### config.mk
export PLATFORM = sky130hd
export DESIGN_NAME = cpmc_canon
export DESIGN_NICKNAME = d
export VERILOG_FILES = /design/src/rtl/core/cpmc_pkg.sv /design/src/rtl/core/cpmc_canon.sv
export SDC_FILE = /design/constraint.sdc
export NUM_CORES = 1
export LEC_CHECK = 0
export ABC_AREA = 1
export BUFFER_PORTS_ARGS = -buffer_cell sky130_fd_sc_hd__buf_2
export CORE_MARGIN = 2
export CORE_UTILIZATION = 47
export DETAILED_ROUTE_END_ITERATION = 8
export PLACE_DENSITY = 0.94
export SKIP_LAST_GASP = 1
export SLEW_MARGIN = 20
export SYNTH_ARGS = -nofsm -noshare
export SYNTH_HDL_FRONTEND = slang
export SYNTH_SLANG_ARGS = --single-unit
### constraint.sdc
create_clock -name vclk -period 5.4
set_clock_uncertainty 0.1 [all_clocks]
set_input_delay 1.08 -clock vclk [all_inputs]
set_output_delay 1.08 -clock vclk [all_outputs]
set_load 0.005 [all_outputs]
### src/rtl/core/cpmc_pkg.sv
// ----------------------------------------------------------------------------
// cpmc_pkg: shared types and constants
// Sizes, control codes and helper functions for the complement pattern counter.
// ----------------------------------------------------------------------------
`default_nettype none

package cpmc_pkg;

  localparam int ROW_BITS     = 64;  // row field width
  localparam int WIDTH_BITS   = 7;   // row_width register width
  localparam int OUT_BITS     = 16;  // best_count field width
  localparam int MAX_PATTERNS = 64;
  localparam int MAX_COLS     = 64;
  localparam int COUNT_BITS   = 16;

  localparam logic [WIDTH_BITS-1:0] WIDTH_RESET = WIDTH_BITS'(64);
  localparam logic [COUNT_BITS-1:0] COUNT_MAX   = {COUNT_BITS{1'b1}};

  typedef enum logic [1:0] {
    ST_IDLE,
    ST_COMPARE,
    ST_UPDATE,
    ST_REPORT
  } state_t;

  // Control broadcast from the sequencer to every cell.
  typedef struct packed {
    logic clear;
    logic compare;
    logic update;
  } cell_ctrl_t;

  // Clip an internal count to the output field.
  function automatic logic [OUT_BITS-1:0] sat_out(input logic [COUNT_BITS-1:0] c);
    logic [31:0] wide;
    wide = 32'(c);
    if (wide > 32'(COUNT_MAX) || wide > 32'({OUT_BITS{1'b1}})) begin
      sat_out = (wide > 32'({OUT_BITS{1'b1}})) ? {OUT_BITS{1'b1}} : wide[OUT_BITS-1:0];
    end else begin
      sat_out = wide[OUT_BITS-1:0];
    end
  endfunction

endpackage

`default_nettype wire

### src/rtl/core/cpmc_canon.sv
// ----------------------------------------------------------------------------
// cpmc_canon: row canonicalizer
// Masks a row to the configured column count and inverts it when column 0 is set.
// ----------------------------------------------------------------------------
`default_nettype none

module cpmc_canon (
  input  wire logic [cpmc_pkg::WIDTH_BITS-1:0] row_width,
  input  wire logic [cpmc_pkg::ROW_BITS-1:0]   row_bits,
  output logic      [cpmc_pkg::ROW_BITS-1:0]   canon
);

  logic [cpmc_pkg::WIDTH_BITS-1:0] width_eff;
  logic [cpmc_pkg::WIDTH_BITS-1:0] shift;
  logic [cpmc_pkg::ROW_BITS-1:0]   mask;
  logic [cpmc_pkg::ROW_BITS-1:0]   masked;

  always_comb begin
    // clamp to 1..MAX_COLS
    if (row_width == '0) begin
      width_eff = cpmc_pkg::WIDTH_BITS'(1);
    end else if (row_width > cpmc_pkg::WIDTH_BITS'(cpmc_pkg::MAX_COLS)) begin
      width_eff = cpmc_pkg::WIDTH_BITS'(cpmc_pkg::MAX_COLS);
    end else begin
      width_eff = row_width;
    end
    shift  = cpmc_pkg::WIDTH_BITS'(cpmc_pkg::ROW_BITS) - width_eff;
    mask   = {cpmc_pkg::ROW_BITS{1'b1}} >> shift;
    masked = row_bits & mask;
    canon  = masked[0] ? (~masked & mask) : masked;
  end

endmodule

`default_nettype wire

* After elaboration in Yosys (flattened, before gate mapping)
Cells that the tools add are included.
Storage, ports and cells: flip-flop bits (word level) 0, bits in latches 0, memory bits (read-only) 0, memory bits (writable) 0, memories 0
Cells by class: $mul 0, add/subtract/negate cells 1, muxes and demuxes 3, bitwise operators 3, reductions and logical operators 1, shifts and indexed selects 1, divide/modulo/power cells 0, magnitude comparators 1, equality and inequality tests 0
Operators with widths (count):
- AND 64 bit | 2
- two-way mux 64 bit | 1
- inverter 64 bit | 1
- right shift 64 x 7 -> 64 bit (first input constant) | 1
- two-way mux 7 bit | 2
- > comparator 7 bit (second input constant) | 1
- zero test 7 bit | 1
- subtractor 7 bit (first input constant) | 1

* Logic depth before layout (Yosys ltp)
Gate-level depths: netlist of the first run.
depth after elaboration 9, gate-level depth with buffers 13, gate-level depth less buffers 13

* Worst setup path after synthesis of the first run
No wires, ideal clock.
path type input to output, start in row_width[4] (netlist bit), end out canon[2] (netlist bit), stages on the path 13, data arrival time 2.645 ns, data required time 4.220 ns, slack 1.575 ns, cells stage by stage nor2_1 -> nand2_1 -> o21bai_1 -> nand2_2 -> ha_1 -> inv_1 -> ha_1 -> nor2_1 -> inv_1 -> nor2_1 -> nand2_1 -> nor2_1 -> nor2_1
Between the ends: cells in the longest elaborated chain, start to end 9, elaborated cells on any way between the ends 10, classes of those cells add/sub (1); order compare (1); shift (1); mux (3); bitwise (3); reduce/logical (1)
Ends and longest elaborated chain:
- from (decl) | line cpmc_canon.sv:8 | input wire logic [cpmc_pkg::WIDTH_BITS-1:0] row_width,
- > comparator 7 bit | line cpmc_canon.sv:22 | end else if (row_width > cpmc_pkg::WIDTH_BITS'(cpmc_pkg::MAX_COLS)) begin
- two-way mux 7 bit | line cpmc_canon.sv:22
- two-way mux 7 bit (*) | line cpmc_canon.sv:20 | if (row_width == '0) begin
- subtractor 7 bit (*) | line cpmc_canon.sv:27 | shift = cpmc_pkg::WIDTH_BITS'(cpmc_pkg::ROW_BITS) - width_eff;
- right shift 64 x 7 -> 64 bit (*) | line cpmc_canon.sv:28 | mask = {cpmc_pkg::ROW_BITS{1'b1}} >> shift;
- AND 64 bit | line cpmc_canon.sv:29 | masked = row_bits & mask;
- inverter 64 bit | line cpmc_canon.sv:30 | canon = masked[0] ? (~masked & mask) : masked;
- AND 64 bit | line cpmc_canon.sv:30
- two-way mux 64 bit (*) | line cpmc_canon.sv:30
- to (decl) | line cpmc_canon.sv:10 | output logic [cpmc_pkg::ROW_BITS-1:0] canon
Mark *: on every way between the ends. The rest lies on a longest branch, timed or not.

* Worst setup path in the final report of the first run
start in row_width[2] (netlist bit), end out canon[44] (netlist bit)
The elaborated chain is that of the path after synthesis.

==> impl_metrics.toml, run 1 <==
[routing]
drtPass1Iterations = 4
vias = 2475
wl_per_cell_um = 12.2
drt_iter0_drc = 84
drc_errors = 0
drt-vias-per-instance = 4.89
drt_wl_total_um = 6170
postRouteAntennaNets = 0

[yosys]
syn_area_per_cell_um2 = 5.59
synth_top_cell_area_share = 0.231
ys_top_cells_by_area = "xor2_1 23%, nand2_1 20%, nor2_1 9.3%, xnor2_1 6.0%, inv_1 5.5%"
synth_area_um2 = 1890
ys_types = 26
syn-num-nets = 414
syn_inst = 339
yosysMostFrequentCell = "nand2_1"
yosysWarningCount = 0
synth_commonest_cells = "101 x nand2_1, 50 x xor2_1, 47 x nor2_1"
ys_seq_area_frac = 0
synth_top_area_cell = "xor2_1"

[cts]
hold_buffers = 0
ctsResizeCount = 0
postCtsSetupBuffers = 0

[power]
power.density_nw_per_um2 = 117
irDropWorstVdd_v = 0.0000530
power_leakage_uw = 0.00152

[finish]
antenna_cells = 0
seq_cells = 0
nNetsFinal = 533
final_util = 0.636
n_fill_cell = 372
stdcell_area_um2 = 2510
clkbuf_count = 0
area_growth_pct = 32.4
drive_gt1_frac = 0.368
multi_input_area_um2 = 1630
regArea_um2 = 0

[timing]
period_needed_ns = 4.88
rsz0062_at_grt = "no"
finalSetupTns_ns = 0
report.final.slew_viol_count = 0
hold_slack_ns = 2.40
worst_pin_slew_ns = 0.893
slew-limit-headroom = 0.404
setup_viol = 0
fmax_mhz = 205
fin_crit_sh = 0.904
hold_violations = 0

[floorplan]
fp.dieH_um = 67.5
die_area_um2 = 4550
floorplan.initialDensity = 0.480
pin_count = 135
design.core.area_um2 = 3940
fp-row-count = 23
die_w_um = 67.5

[place]
place.gp.congestion = 0.886
hpwl_um = 5030
dpl_cell_area_um2 = 2510
io_buffers = 134

[min_path]
hold-path-endpoint = "canon[31]"
worstHoldPathCells = 5
min-delay-start = "row_bits[31]"
hp-class = "primary input to output port"

[worst_setup_path]
critPathMaxStageDelay_ns = 0.70
path_buf_inv = 3
cp.required_ns = 4.22
cp_max_fo = 30
cpLargestDelayFamily = "simple AND/OR/NAND/NOR gates"
path_class = "primary input to output port"
cp.arrival_ns = 3.70
critPathCaptureType = "output port"
cpMaxStageDelayCell = "nand3_2"
path_cells = "buf_2, nor2_1, nand2_1, o21bai_1, nand2_2, ha_1, nand4_1, nand3_2, buf_4, xor2_1, nor2_1, buf_2"
start_kind = "primary input"

[grt]
grt_max_degree = 33
grt_util_all_layers = 0.250
grt_overflow = 0
grt_pass1_vias = 2181
grt_pass1_wl_um = 9070
antenna_found_initial = 0

[flow_run]
maxCapViolCount = 0

[status]
outcome = "finished, final reports clean"
-- layer usage --
metal  GRT usage  part of all wire
met3      0.0150             0.066
met1       0.301              0.42
met4      0.0714             0.023
met2       0.472              0.49
met5           0                 0
-- final cells by class --
| class | count | share of cell area |
|---|---|---|
| Inverter | 30 | 0.0449 |
| Multi-Input combinational cell | 288 | 0.651 |
| Timing Repair Buffer | 138 | 0.279 |
| Tap cell | 50 | 0.0249 |
-- worst min-delay path: cells and delay by family --
family                    cells  cell delay, ns
buffers and inverters         2            0.19
AOI/OAI and AO/OA             1            0.03
xor gates and xnor gates      1            0.05
and+or+nand+nor               1            0.06
-- worst max-delay path by stage --
stage / start / to / depth (start not counted)
final: row_width[2] / canon[44] / 12
after global routing: row_width[1] / canon[37] / 12
after floorplan: row_width[4] / canon[2] / 13
after detailed placement: row_width[2] / canon[44] / 12
after CTS: row_width[2] / canon[44] / 12
after global placement: row_width[4] / canon[44] / 12
-- logic make-up after synthesis --
group,Yosys count,synth area share
compound gates,23,0.0859
xor+xnor,63,0.291
fa+ha+maj,4,0.0264
buf+inv,51,0.138
other cells,1,0.00198
simple gates,197,0.456
-- power by group --
part | switching (uW) | total, uW | internal (uW)
Clock | 0 | 0 | 0
Combinational | 175 | 294 | 119
Sequential | 0 | 0 | 0
-- per-stage QoR --
| stage | std cells | power [uW] | worst slack (ns) |
|---|---|---|---|
| after CTS | 506 | 294 | 0.503 |
| after global routing | 506 | 330 | 0.238 |
| after floorplan | 339 | 197 | 1.57 |
| after detailed placement | 506 | 293 | 0.501 |
| final | 506 | 294 | 0.521 |
| after global placement | 506 | 285 | 0.675 |
-- placed cells by master, fill, tap and decap left out --
cell type	count
xor2_1	50
nand3_1	18
buf_4	4
inv_1	28
nand2_4	1
nand4_1	2
and3_1	1
nor3_2	3
o21ai_0	1
nor2_4	1
xnor2_1	13
nand3_2	5
conb_1	1
inv_2	2
a21oi_1	9
ha_1	4
nor2_1	47
o21ai_2	2
nor3_1	12
buf_2	134
o21bai_1	1
nand2_2	6
nand2_1	101
a21oi_2	10
No activity file was read; power rests on OpenSTA's default activity.
==> run 2: changes to the inputs <==
--- a/config.mk
+++ b/config.mk
@@ -8,9 +8,9 @@
 export ABC_AREA = 1
 export BUFFER_PORTS_ARGS = -buffer_cell sky130_fd_sc_hd__buf_2
 export CORE_MARGIN = 2
-export CORE_UTILIZATION = 47
+export CORE_UTILIZATION = 44
 export DETAILED_ROUTE_END_ITERATION = 8
-export PLACE_DENSITY = 0.94
+export PLACE_DENSITY = 0.89
 export SKIP_LAST_GASP = 1
 export SLEW_MARGIN = 20
 export SYNTH_ARGS = -nofsm -noshare
==> constraint.sdc (replaced) <==
create_clock -name vclk -period 5.2
set_clock_uncertainty 0.1 [all_clocks]
set_input_delay 1.04 -clock vclk [all_inputs]
set_output_delay 1.04 -clock vclk [all_outputs]
set_load 0.005 [all_outputs]
==> impl_metrics.toml, run 2 (same netlist as run 1, synthesis figures left out) <==
[routing]
drtPass1Iterations = 4
drt_wl_total_um = 6080
drt_iter0_drc = 102
drc_errors = 0
postRouteAntennaNets = 0
vias = 2484
drt-vias-per-instance = 4.91
wl_per_cell_um = 12.0

[timing]
hold_violations = 0
fin_crit_sh = 0.855
fmax_mhz = 225
report.final.slew_viol_count = 0
worst_pin_slew_ns = 0.510
period_needed_ns = 4.45
hold_slack_ns = 2.31
finalSetupTns_ns = 0
slew-limit-headroom = 0.659
rsz0062_at_grt = "no"
setup_viol = 0

[floorplan]
die_w_um = 69.6
pin_count = 135
fp-row-count = 23
fp.dieH_um = 69.6
die_area_um2 = 4850
design.core.area_um2 = 4060
floorplan.initialDensity = 0.467

[grt]
grt_pass1_wl_um = 10100
grt_pass1_vias = 2274
top_usage_layer = "met2"
grt_overflow = 0
met3_usage = 0.0276
antenna_found_initial = 0
grt_use_met2 = 0.440
grt_max_degree = 33
grt_use_met1 = 0.304
grt_util_all_layers = 0.238

[place]
hpwl_um = 4950
place.gp.congestion = 0.901
io_buffers = 134
dp_cells = 506

[finish]
area_growth_pct = 32.4
mostFrequentLayoutCells = "134 x buf_2, 101 x nand2_1, 50 x xor2_1"
finalNonFillerCells = 506
regArea_um2 = 0
antenna_cells = 0
seq_cells = 0
nNetsFinal = 533
final_common_cell = "buf_2"
clkbuf_count = 0
drive_gt1_frac = 0.368

[cts]
ctsResizeCount = 0
hold_buffers = 0
postCtsSetupBuffers = 0

[worst_setup_path]
cp_max_fo = 21
path_class = "primary input to output port"
critPathCaptureType = "output port"
start_kind = "primary input"
cp.arrival_ns = 3.31
cp.required_ns = 4.06

[flow_run]
maxCapViolCount = 0

[power]
power.density_nw_per_um2 = 121
power_leakage_uw = 0.00152
irDropWorstVdd_v = 0.0000542

[min_path]
hp-class = "primary input to output port"
worstHoldPathCells = 4

[status]
outcome = "finished, final reports clean"
==> run 2: power by group <==
group	switching, uW	leakage, uW	total, uW	internal [uW]
Sequential	0	0	0	0
Clock	0	0	0	0
Combinational	180	0.00152	304	123
==> run 2: per-layer routing <==
metal | vias up | routed length, um
li1 | 1273 | -
met1 | 1084 | 2560
met2 | 123 | 2970
met3 | 4 | 523
met4 | 0 | 30
met5 | - | 0
==> run 2: final timing paths <==
check | endpoint | start | slack (ns)
worst max-delay path | canon[10] | row_width[2] | 0.75
worst min-delay path | canon[42] | row_bits[42] | 2.31
==> run 2: per-stage QoR <==
step | cell area (um2) | total power [uW] | util | worst slack, ns
after detailed placement | 2510 | 303 | 0.618 | 0.770
after global placement | 2510 | 298 | 0.618 | 0.868
final | 2510 | 304 | 0.618 | 0.754
after global routing | 2510 | 341 | 0.618 | 0.447
after floorplan | 1890 | 204 | - | 1.45
after CTS | 2510 | 305 | 0.618 | 0.768
==> run 2: layout make-up <==
cell class	instances	area, um2
multi-input cells	288	1630
fillers	402	1550
repair buffers	138	701
inverters	30	113
well taps	50	62.6
==> run 2: worst max-delay path, cell delays in order <==
cell	delay (ns)
buf_2	0.13
nor2_1	0.13
nand3_1	0.10
nand2_2	0.13
nand2_2	0.14
ha_1	0.28
nand3_1	0.13
nand2_1	0.07
buf_4	0.20
inv_1	0.36
nand2_1	0.26
nand2_1	0.15
a21oi_2	0.05
buf_2	0.14
