==> src/rtl/core/cpmc_pkg.sv <==
// ----------------------------------------------------------------------------
// cpmc_pkg: shared types and constants
// Sizes, control codes and helper functions for the complement pattern counter.
// ----------------------------------------------------------------------------
`default_nettype none

package cpmc_pkg;

  localparam int ROW_BITS     = 64;  // row field width
  localparam int WIDTH_BITS   = 7;   // row_width register width
  localparam int OUT_BITS     = 16;  // best_count field width
  localparam int MAX_PATTERNS = 64;
  localparam int MAX_COLS     = 64;
  localparam int COUNT_BITS   = 16;

  localparam logic [WIDTH_BITS-1:0] WIDTH_RESET = WIDTH_BITS'(64);
  localparam logic [COUNT_BITS-1:0] COUNT_MAX   = {COUNT_BITS{1'b1}};

  typedef enum logic [1:0] {
    ST_IDLE,
    ST_COMPARE,
    ST_UPDATE,
    ST_REPORT
  } state_t;

  // Control broadcast from the sequencer to every cell.
  typedef struct packed {
    logic clear;
    logic compare;
    logic update;
  } cell_ctrl_t;

  // Clip an internal count to the output field.
  function automatic logic [OUT_BITS-1:0] sat_out(input logic [COUNT_BITS-1:0] c);
    logic [31:0] wide;
    wide = 32'(c);
    if (wide > 32'(COUNT_MAX) || wide > 32'({OUT_BITS{1'b1}})) begin
      sat_out = (wide > 32'({OUT_BITS{1'b1}})) ? {OUT_BITS{1'b1}} : wide[OUT_BITS-1:0];
    end else begin
      sat_out = wide[OUT_BITS-1:0];
    end
  endfunction

endpackage

`default_nettype wire

==> src/rtl/core/cpmc_cell.sv <==
// ----------------------------------------------------------------------------
// cpmc_cell: one pattern table entry
// Holds a pattern and its count, matches the broadcast row, and allocates
// itself when it is the first free entry after its valid neighbor.
// ----------------------------------------------------------------------------
`default_nettype none

module cpmc_cell (
  input  wire logic                              clk,
  input  wire logic                              rst,
  input  wire cpmc_pkg::cell_ctrl_t              ctrl,
  input  wire logic [cpmc_pkg::ROW_BITS-1:0]     row,
  input  wire logic                              any_hit,
  input  wire logic                              prev_valid,
  output logic                                   valid,
  output logic                                   match,
  output logic      [cpmc_pkg::COUNT_BITS-1:0]   hit_count
);

  logic [cpmc_pkg::ROW_BITS-1:0]   pattern;
  logic [cpmc_pkg::COUNT_BITS-1:0] count;
  logic                            alloc;

  assign alloc     = ctrl.update && !any_hit && !valid && prev_valid;
  assign hit_count = match ? count : '0;

  always_ff @(posedge clk) begin
    if (rst) begin
      valid <= 1'b0;
      match <= 1'b0;
    end else if (ctrl.compare) begin
      if (ctrl.clear) begin
        valid <= 1'b0;
      end
      match <= valid && !ctrl.clear && (pattern == row);
    end else if (alloc) begin
      valid <= 1'b1;
    end
  end

  always_ff @(posedge clk) begin
    if (ctrl.update && match) begin
      if (count != cpmc_pkg::COUNT_MAX) begin
        count <= count + cpmc_pkg::COUNT_BITS'(1);
      end
    end else if (alloc) begin
      pattern <= row;
      count   <= cpmc_pkg::COUNT_BITS'(1);
    end
  end

endmodule

`default_nettype wire
==> config.mk <==
export PLATFORM = sky130hd
export DESIGN_NAME = cpmc_cell
export DESIGN_NICKNAME = d
export VERILOG_FILES = /design/src/rtl/core/cpmc_pkg.sv /design/src/rtl/core/cpmc_cell.sv
export SDC_FILE = /design/constraint.sdc
export NUM_CORES = 1
export LEC_CHECK = 0
export BUFFER_PORTS_ARGS = -buffer_cell sky130_fd_sc_hd__buf_2
export CAP_MARGIN = 20
export CORE_MARGIN = 3
export CORE_UTILIZATION = 50
export CTS_BUF_LIST = sky130_fd_sc_hd__clkbuf_8
export DETAILED_ROUTE_END_ITERATION = 10
export GPL_TIMING_DRIVEN = 0
export PLACE_DENSITY = 0.81
export REMOVE_ABC_BUFFERS = 1
export SYNTH_ARGS = -nofsm -noshare
export SYNTH_HDL_FRONTEND = slang
export SYNTH_SLANG_ARGS = --single-unit
==> constraint.sdc <==
create_clock -name clk -period 6.8 [get_ports clk]
set_clock_uncertainty 0.1 [all_clocks]
set_input_delay 1.36 -clock clk [delete_from_list [all_inputs] [get_ports clk]]
set_output_delay 1.36 -clock clk [all_outputs]
set_load 0.05 [all_outputs]
* Yosys cells after proc, flatten, opt, wreduce, memory -nomap -nowiden *
Index checks and enable logic that the tools add are counted.

storage, ports and cells
  output and inout port bits = 18
  register bits = 82
  input port bits = 71

cells by class
  $add $sub $neg = 1
  mux-type cells = 7
  equal/unequal tests = 4
  bitwise operators = 1
  reductions and logical operators = 14

operators with widths
  cell                     number
  $eq A64 B64 Y1           1
  $mux W16                 4
  $add A16 B1 Y16 const B  1
  $ne A16 B16 Y1 const B   1
  $logic_and A1 B1 Y1      6
  $reduce_and A2 Y1        3
  $ne A2 B1 Y1 const B     2
  $reduce_bool A2 Y1       2
  $logic_not A1 Y1         3
  $mux W1                  3
  $not A1 Y1               1

* Depth between registers and ports, before layout *
Gate-level depths: netlist of run 1.

  depth in word-level cells = 6
  gate-level depth with buffers = 6
  depth with buffers taken out = 6

* Least setup slack after synthesis of run 1 *
No wires, ideal clock.

  path kind = input to register
  start = in any_hit
  end = reg count[0] (netlist bit), enable pin
  cell stages on the path = 3
  slack = -0.313 ns
  path buffers = 0
  data arrival time = 6.675 ns
  path through = nand3b_1 nor3_1 or2_2

between the ends
  cells in the longest elaborated chain, start to end = 6

ends and longest elaborated chain
  what                               line             text
  from (decl)                        cpmc_cell.sv:13  input wire logic any_hit,
  $logic_not A1 Y1                   cpmc_cell.sv:24  assign alloc = ctrl.update && !any_hit && !valid && prev_valid;
  $logic_and A1 B1 Y1 (3 in series)  cpmc_cell.sv:24
  $reduce_bool A2 Y1 (no line)       n/a
  $reduce_and A2 Y1 (no line)        n/a
  to (signal assigned)               cpmc_cell.sv:44  count <= count + cpmc_pkg::COUNT_BITS'(1);
  to (signal assigned)               cpmc_cell.sv:48  count <= cpmc_pkg::COUNT_BITS'(1);
  to (decl)                          cpmc_cell.sv:21  logic [cpmc_pkg::COUNT_BITS-1:0] count;

Every way passes these cells.
A chain may end at the register's enable or synchronous reset.

* Final worst setup path of run 1 *
  start = in any_hit
  end = reg pattern[56] (netlist bit), enable pin

between the ends
  cells in the longest elaborated chain, start to end = 5

ends and longest elaborated chain
  what                               line             text
  $logic_not A1 Y1                   cpmc_cell.sv:24
  $logic_and A1 B1 Y1 (3 in series)  cpmc_cell.sv:24
  $reduce_and A2 Y1 (no line)        n/a
  to (signal assigned)               cpmc_cell.sv:47  pattern <= row;
  to (decl)                          cpmc_cell.sv:20  logic [cpmc_pkg::ROW_BITS-1:0] pattern;

Every way passes these cells.

==> flow_metrics.tcl, run 1 <==
set metrics [dict create \
    cp.buffers_inverters 5 \
    cts_hold_buf 0 \
    syn2layout_area_growth_pct 22.6 \
    pwr-share-seq 0.560 \
    dpl.hpwl_mm 5.04 \
    holdPathEnd "valid$_SDFFE_PP0P_" \
    drt-initial-drc-count 99 \
    clock-sinks 82 \
    finalInstanceArea_mm2 0.00450 \
    rsz0062_at_grt "false" \
    vias 2277 \
    layout.nets 429 \
    worst_pin_slew_ns 0.685 \
    start_util 0.528 \
    critical_path_class "in2reg" \
    num_io_pins 89 \
    die_w_um 91.7 \
    drive_above_1_share 0.319 \
    fin_tns_setup_ns 0 \
    routed_wl_mm 6.61 \
    cts.htree.levels 3 \
    path_common_cell "buf_6" \
    holdWs_ns 0.468 \
    grt_pass1_vias 2350 \
    yosys.area.top_type "edfxtp_1" \
    cts_setup_buffers 0 \
    path_cells "buf_2 > nand3b_1 > nor3_2 > buf_6 > buf_6 > buf_6 > buf_8" \
    cap_violations 0 \
    crit_family "buffers and inverters" \
    clock_latency_ns 0.34 \
    crit_path_max_fanout 14 \
    r2r_setup_slack_ns 4.48 \
    nFillCells 544 \
    slew_viol_final 0 \
    finalCriticalPeriod_ns 3.00 \
    outcome "complete, no violations" \
    synthTopCellsByArea "edfxtp_1, xnor2_1, xor2_1" \
    reg2regPathDepth 5 \
    power_switching_w 0.000218 \
    synth_cell_types 28 \
    finish.utilization 0.648 \
    rows 30 \
    synth_enable_flop_cells 80 \
    cts-buffers-inserted 9 \
    syn-cell-area_mm2 0.00367 \
    cts_resized 0 \
    grt_first_pass_wirelength_mm 11.0 \
    ir_worst_vdd_v 0.000155 \
    drc 0 \
    ant_nets 0 \
    crit_arrival_ns 2.95 \
    cp.required_ns 6.75 \
    p_sw_frac 0.211 \
    dieArea_mm2 0.00840 \
    power-per-cell-area_mw_per_mm2 230 \
    ys_seq_elements 82 \
    p_int_w 0.000818 \
    path_clk_slew_ns 0.08 \
    core_area_mm2 0.00694 \
    ys_warn_count 0 \
    min-delay-start "valid$_SDFFE_PP0P_" \
    antenna_found_initial 0 \
    critPathCaptureType "register" \
    timing.slew.headroom 0.541 \
    pwr-share-comb 0.076 \
    worstHoldPathType "reg2reg" \
    whs_path_depth 2 \
    synth_top_area_share 0.655 \
    portBuffers 88 \
    cp_slowest_stage_delay_ns 0.54 \
    dieHeight_um 91.7 \
    fmax_ghz 0.333 \
    avgSynthCellArea_um2 14.3 \
    drtPass1Iterations 4 \
    r2r-end "pattern[56]$_DFFE_PP_" \
    async_flop_share 0 \
    reg2reg_from "match$_SDFFE_PP0P_" \
    placed_area_mm2 0.00428 \
    finalCritPeriodShare 0.441 \
    pwr-share-clk 0.364 \
    seq_area_frac_synth 0.666 \
    cts_root_buffer "clkbuf_8" \
    synth_ff_type "edfxtp_1" \
    overflow 0 \
    cts_tree "yes" \
    clockBufferDepth 2 \
    timing_hold_violations_final 0 \
    setup_violations 0 \
    viasPerCell 4.98 \
    grt_max_degree 22 \
    routedWlPerCell_um 14.5 \
    gp_congestion 0.795 \
    netlist_instances 256 \
    crit_slowest_cell "nor3_2" \
    grt_util_all_layers 0.169 \
    critPathLaunchType "primary input" \
    p_leak_nw 1.61 \
    antenna_cells 0 \
]
sequential cells by signal, indices dropped and copies added (netlist names):
name and flops:
valid 1, match 1, pattern 64, count 16
cell families (layout without fill, tap and decap cells):
group           count (synthesis)  after routing  synth area share
buf+inv                         6            111           0.00614
simple gates                   83             83             0.132
fa+ha+maj                       1              1           0.00341
xor+xnor                       76             76             0.181
compound gates                  8              8            0.0113
flops                          82             82             0.666
layout make-up:
cell class / instances / area [um2] / share of cell area
Clock inverter: 6 / 91.3 / 0.0203
Sequential cell: 82 / 2440 / 0.543
Tap cell: 96 / 120 / 0.0267
Clock buffer: 9 / 124 / 0.0275
Inverter: 3 / 11.3 / 0.00250
Timing Repair Buffer: 93 / 500 / 0.111
Multi-Input combinational cell: 168 / 1210 / 0.269
Yosys cell counts, types with 2 or more instances:
cell and number:
nor4_1 4, and2_1 16, nand4_1 15, xor2_1 12, a21oi_1 4, nor3_1 4, o21ai_0 3, nand3_1 9
and3_1 3, clkbuf_1 3, or3_1 2, dfxtp_1 2, edfxtp_1 80, nand2_1 7, inv_1 3, xnor2_1 64
nor2_1 14
cells in the final DEF (no fill, tap or decap), drive strengths merged, types with 3 or more instances in the layout:
master	n
clkinvlp	3
nand3	9
clkbuf	9
a21oi	4
and4	3
inv	4
nor4	4
nand4	16
and3	4
buf	93
and2	17
nand2	7
nor2	14
edfxtp	80
o21ai	3
xnor2	64
xor2	12
nor3	4
routing by layer:
metal,GRT usage,up-vias,part of all wire
met5,0,-,0
met4,0.0603,0,0.015
met3,0.0459,11,0.066
met2,0.282,81,0.49
met1,0.211,1054,0.42
li1,-,1131,-
how the worst max path moves through the flow:
stage                       start                endpoint  depth (start not counted)
after floorplan           any_hit  count[0]$_SDFFCE_PN1P_                          3
after global placement    any_hit  count[0]$_SDFFCE_PN1P_                          4
after detailed placement  any_hit   pattern[31]$_DFFE_PP_                          7
after CTS                 any_hit   pattern[56]$_DFFE_PP_                          7
after global routing      any_hit   pattern[59]$_DFFE_PP_                          7
final                     any_hit   pattern[56]$_DFFE_PP_                          7
metrics by stage:
step                total power [W]  setup WS, ns  instances
finish                      0.00104          3.80        457
global route                0.00108          3.64        457
CTS                         0.00105          3.74        457
detailed placement         0.000672          3.40        442
global placement           0.000667         -2.17        437
floorplan                  0.000632        -0.313        253
power groups by stage:
stage	Clock (W)	Sequential [W]	Combinational, W
floorplan	0	0.000592	0.0000397
finish	0.000377	0.000580	0.0000792
global route	0.000408	0.000582	0.0000887
CTS	0.000386	0.000580	0.0000805
global placement	0	0.000593	0.0000732
detailed placement	0	0.000592	0.0000798
tightest hold or removal path, cell delays in order (launching register included):
cell and delay [ns]:
dfxtp_1 0.35, a21oi_1 0.13, nor2_1 0.05
No activity file was read; power rests on OpenSTA's default activity.
==> run 2, diff against run 1 <==
Settings changed: CORE_UTILIZATION 50 to 55, PLACE_DENSITY 0.81 to 0.85.
Clock period 6.8 ns to 3 ns, I/O delays scaled along.
==> flow_metrics.tcl, run 2 (synthesis gave the netlist of run 1 again) <==
set metrics [dict create \
    outcome "complete, no violations" \
    cts_hold_buf 0 \
    routedWlPerCell_um 14.8 \
    largest_reg_flops 64 \
    grt_util_all_layers 0.182 \
    crit_path_max_fanout 21 \
    reg2reg_from "match$_SDFFE_PP0P_" \
    viasPerCell 5.27 \
    ant_nets 0 \
    r2r_setup_slack_ns 0.31 \
    largest_register "pattern" \
    layout.nets 429 \
    cts_tree "yes" \
    clock_latency_ns 0.34 \
    syn2layout_area_growth_pct 21.1 \
    cap_violations 0 \
    ir_worst_vdd_v 0.000382 \
    drc 0 \
    p_leak_nw 1.61 \
    rsz0062_at_grt "false" \
    cp.required_ns 2.90 \
    vias 2312 \
    cp.buffers_inverters 4 \
    critPathCaptureType "register" \
    cts_setup_buffers 0 \
    finalCritPeriodShare 0.895 \
    cts_resized 0 \
    drt-initial-drc-count 138 \
    cp_slowest_stage_delay_ns 0.53 \
    crit_family "simple AND/OR/NAND/NOR gates" \
    fin_tns_setup_ns 0 \
    gp_congestion 0.795 \
    r2r-end "count[11]$_SDFFCE_PN0P_" \
    dpl.hpwl_mm 4.94 \
    routed_wl_mm 6.50 \
    rows 29 \
    path_cells "nor3_2 > buf_6 > buf_4 > buf_8 > buf_6 > or2_2" \
    drtPass1Iterations 4 \
    cts_root_buffer "clkbuf_8" \
    power-per-cell-area_mw_per_mm2 506 \
    crit_arrival_ns 2.59 \
    grt_first_pass_wirelength_mm 10.6 \
    path_common_cell "buf_6" \
    slew_viol_final 0 \
    drive_above_1_share 0.315 \
    fmax_ghz 0.372 \
    die_w_um 87.7 \
    dieHeight_um 87.7 \
    cts-buffers-inserted 9 \
    antenna_cells 0 \
    whs_path_depth 1 \
    overflow 0 \
    holdWs_ns 0.357 \
    critical_path_class "reg2reg" \
    finish.utilization 0.692 \
    min-delay-start "row[34]" \
    worst_pin_slew_ns 0.575 \
    setup_violations 0 \
    grt_pass1_vias 2316 \
    finalCriticalPeriod_ns 2.69 \
    start_util 0.571 \
    portBuffers 88 \
    path_clk_slew_ns 0.08 \
    timing_hold_violations_final 0 \
    cts.htree.levels 3 \
    final_common_cell "buf_2" \
    reg2regPathDepth 6 \
    num_io_pins 89 \
    core_area_mm2 0.00642 \
    crit_slowest_cell "nor3_2" \
    worstHoldPathType "in2reg" \
    grt_max_degree 22 \
    clockBufferDepth 2 \
    critPathLaunchType "register" \
    final_cell_mix "buf_2, edfxtp_1, xnor2_1, and2_1, nand4_1" \
    holdPathEnd "pattern[34]$_DFFE_PP_" \
    antenna_found_initial 0 \
    clock-sinks 82 \
    dieArea_mm2 0.00769 \
    timing.slew.headroom 0.616 \
    reg_top3 "pattern (64), count (16)" \
]
-- run 2: cell types whose count changed in the layout (fill, tap and decap cells not counted) --
cell        delta
inv_6          -1
bufinv_16      -1
buf_6          -1
inv_1          +2
clkinv_2       +2
clkinvlp_4     -1
buf_4          +1
-- run 2: worst max-delay path by stage --
| stage | start | end | slack [ns] | depth (start not counted) |
|---|---|---|---|---|
| global placement | any_hit | count[5]$_SDFFCE_PN0P_ | -5.03 | 4 |
| finish | match$_SDFFE_PP0P_ | count[11]$_SDFFCE_PN0P_ | 0.31 | 6 |
| CTS | match$_SDFFE_PP0P_ | count[4]$_SDFFCE_PN0P_ | 0.29 | 6 |
| floorplan | any_hit | count[0]$_SDFFCE_PN1P_ | -3.35 | 3 |
| global route | match$_SDFFE_PP0P_ | count[4]$_SDFFCE_PN0P_ | 0.09 | 6 |
| detailed placement | any_hit | count[3]$_SDFFCE_PN0P_ | 0.03 | 8 |
-- run 2: metal layers --
| metal | global-route usage | vias to the layer above | part of all wire |
|---|---|---|---|
| met1 | 0.226 | 1096 | 0.43 |
| met2 | 0.298 | 71 | 0.49 |
| met5 | 0 | - | 0 |
| li1 | - | 1134 | - |
| met4 | 0.0753 | 0 | 0.019 |
| met3 | 0.0536 | 11 | 0.061 |
-- run 2: area by class of cell --
cell class / instances / area, um2
flip-flops and latches: 82 / 2440
fillers: 459 / 1980
multi-input cells: 168 / 1210
repair buffers: 93 / 497
clock buffers: 9 / 124
well taps: 77 / 96.3
clock inverters: 7 / 62.6
inverters: 3 / 11.3
-- run 2: report_power, final --
part | internal (W) | switching (W) | leakage [nW]
registers | 0.00129 | 0.0000207 | 0.736
logic | 0.0000938 | 0.0000844 | 0.771
clock network | 0.000376 | 0.000381 | 0.0976
-- run 2: through the flow --
| step | instance area, um2 | worst slack [ns] | power, W | instances |
|---|---|---|---|---|
| 2_1_floorplan | 3660 | -3.35 | 0.00143 | 253 |
| 3_3_place_gp | 4190 | -5.03 | 0.00151 | 418 |
| 3_5_place_dp | 4260 | 0.0270 | 0.00152 | 423 |
| 4_1_cts | 4440 | 0.293 | 0.00227 | 439 |
| 5_1_grt | 4440 | 0.0864 | 0.00233 | 439 |
| 6_report | 4440 | 0.315 | 0.00225 | 439 |
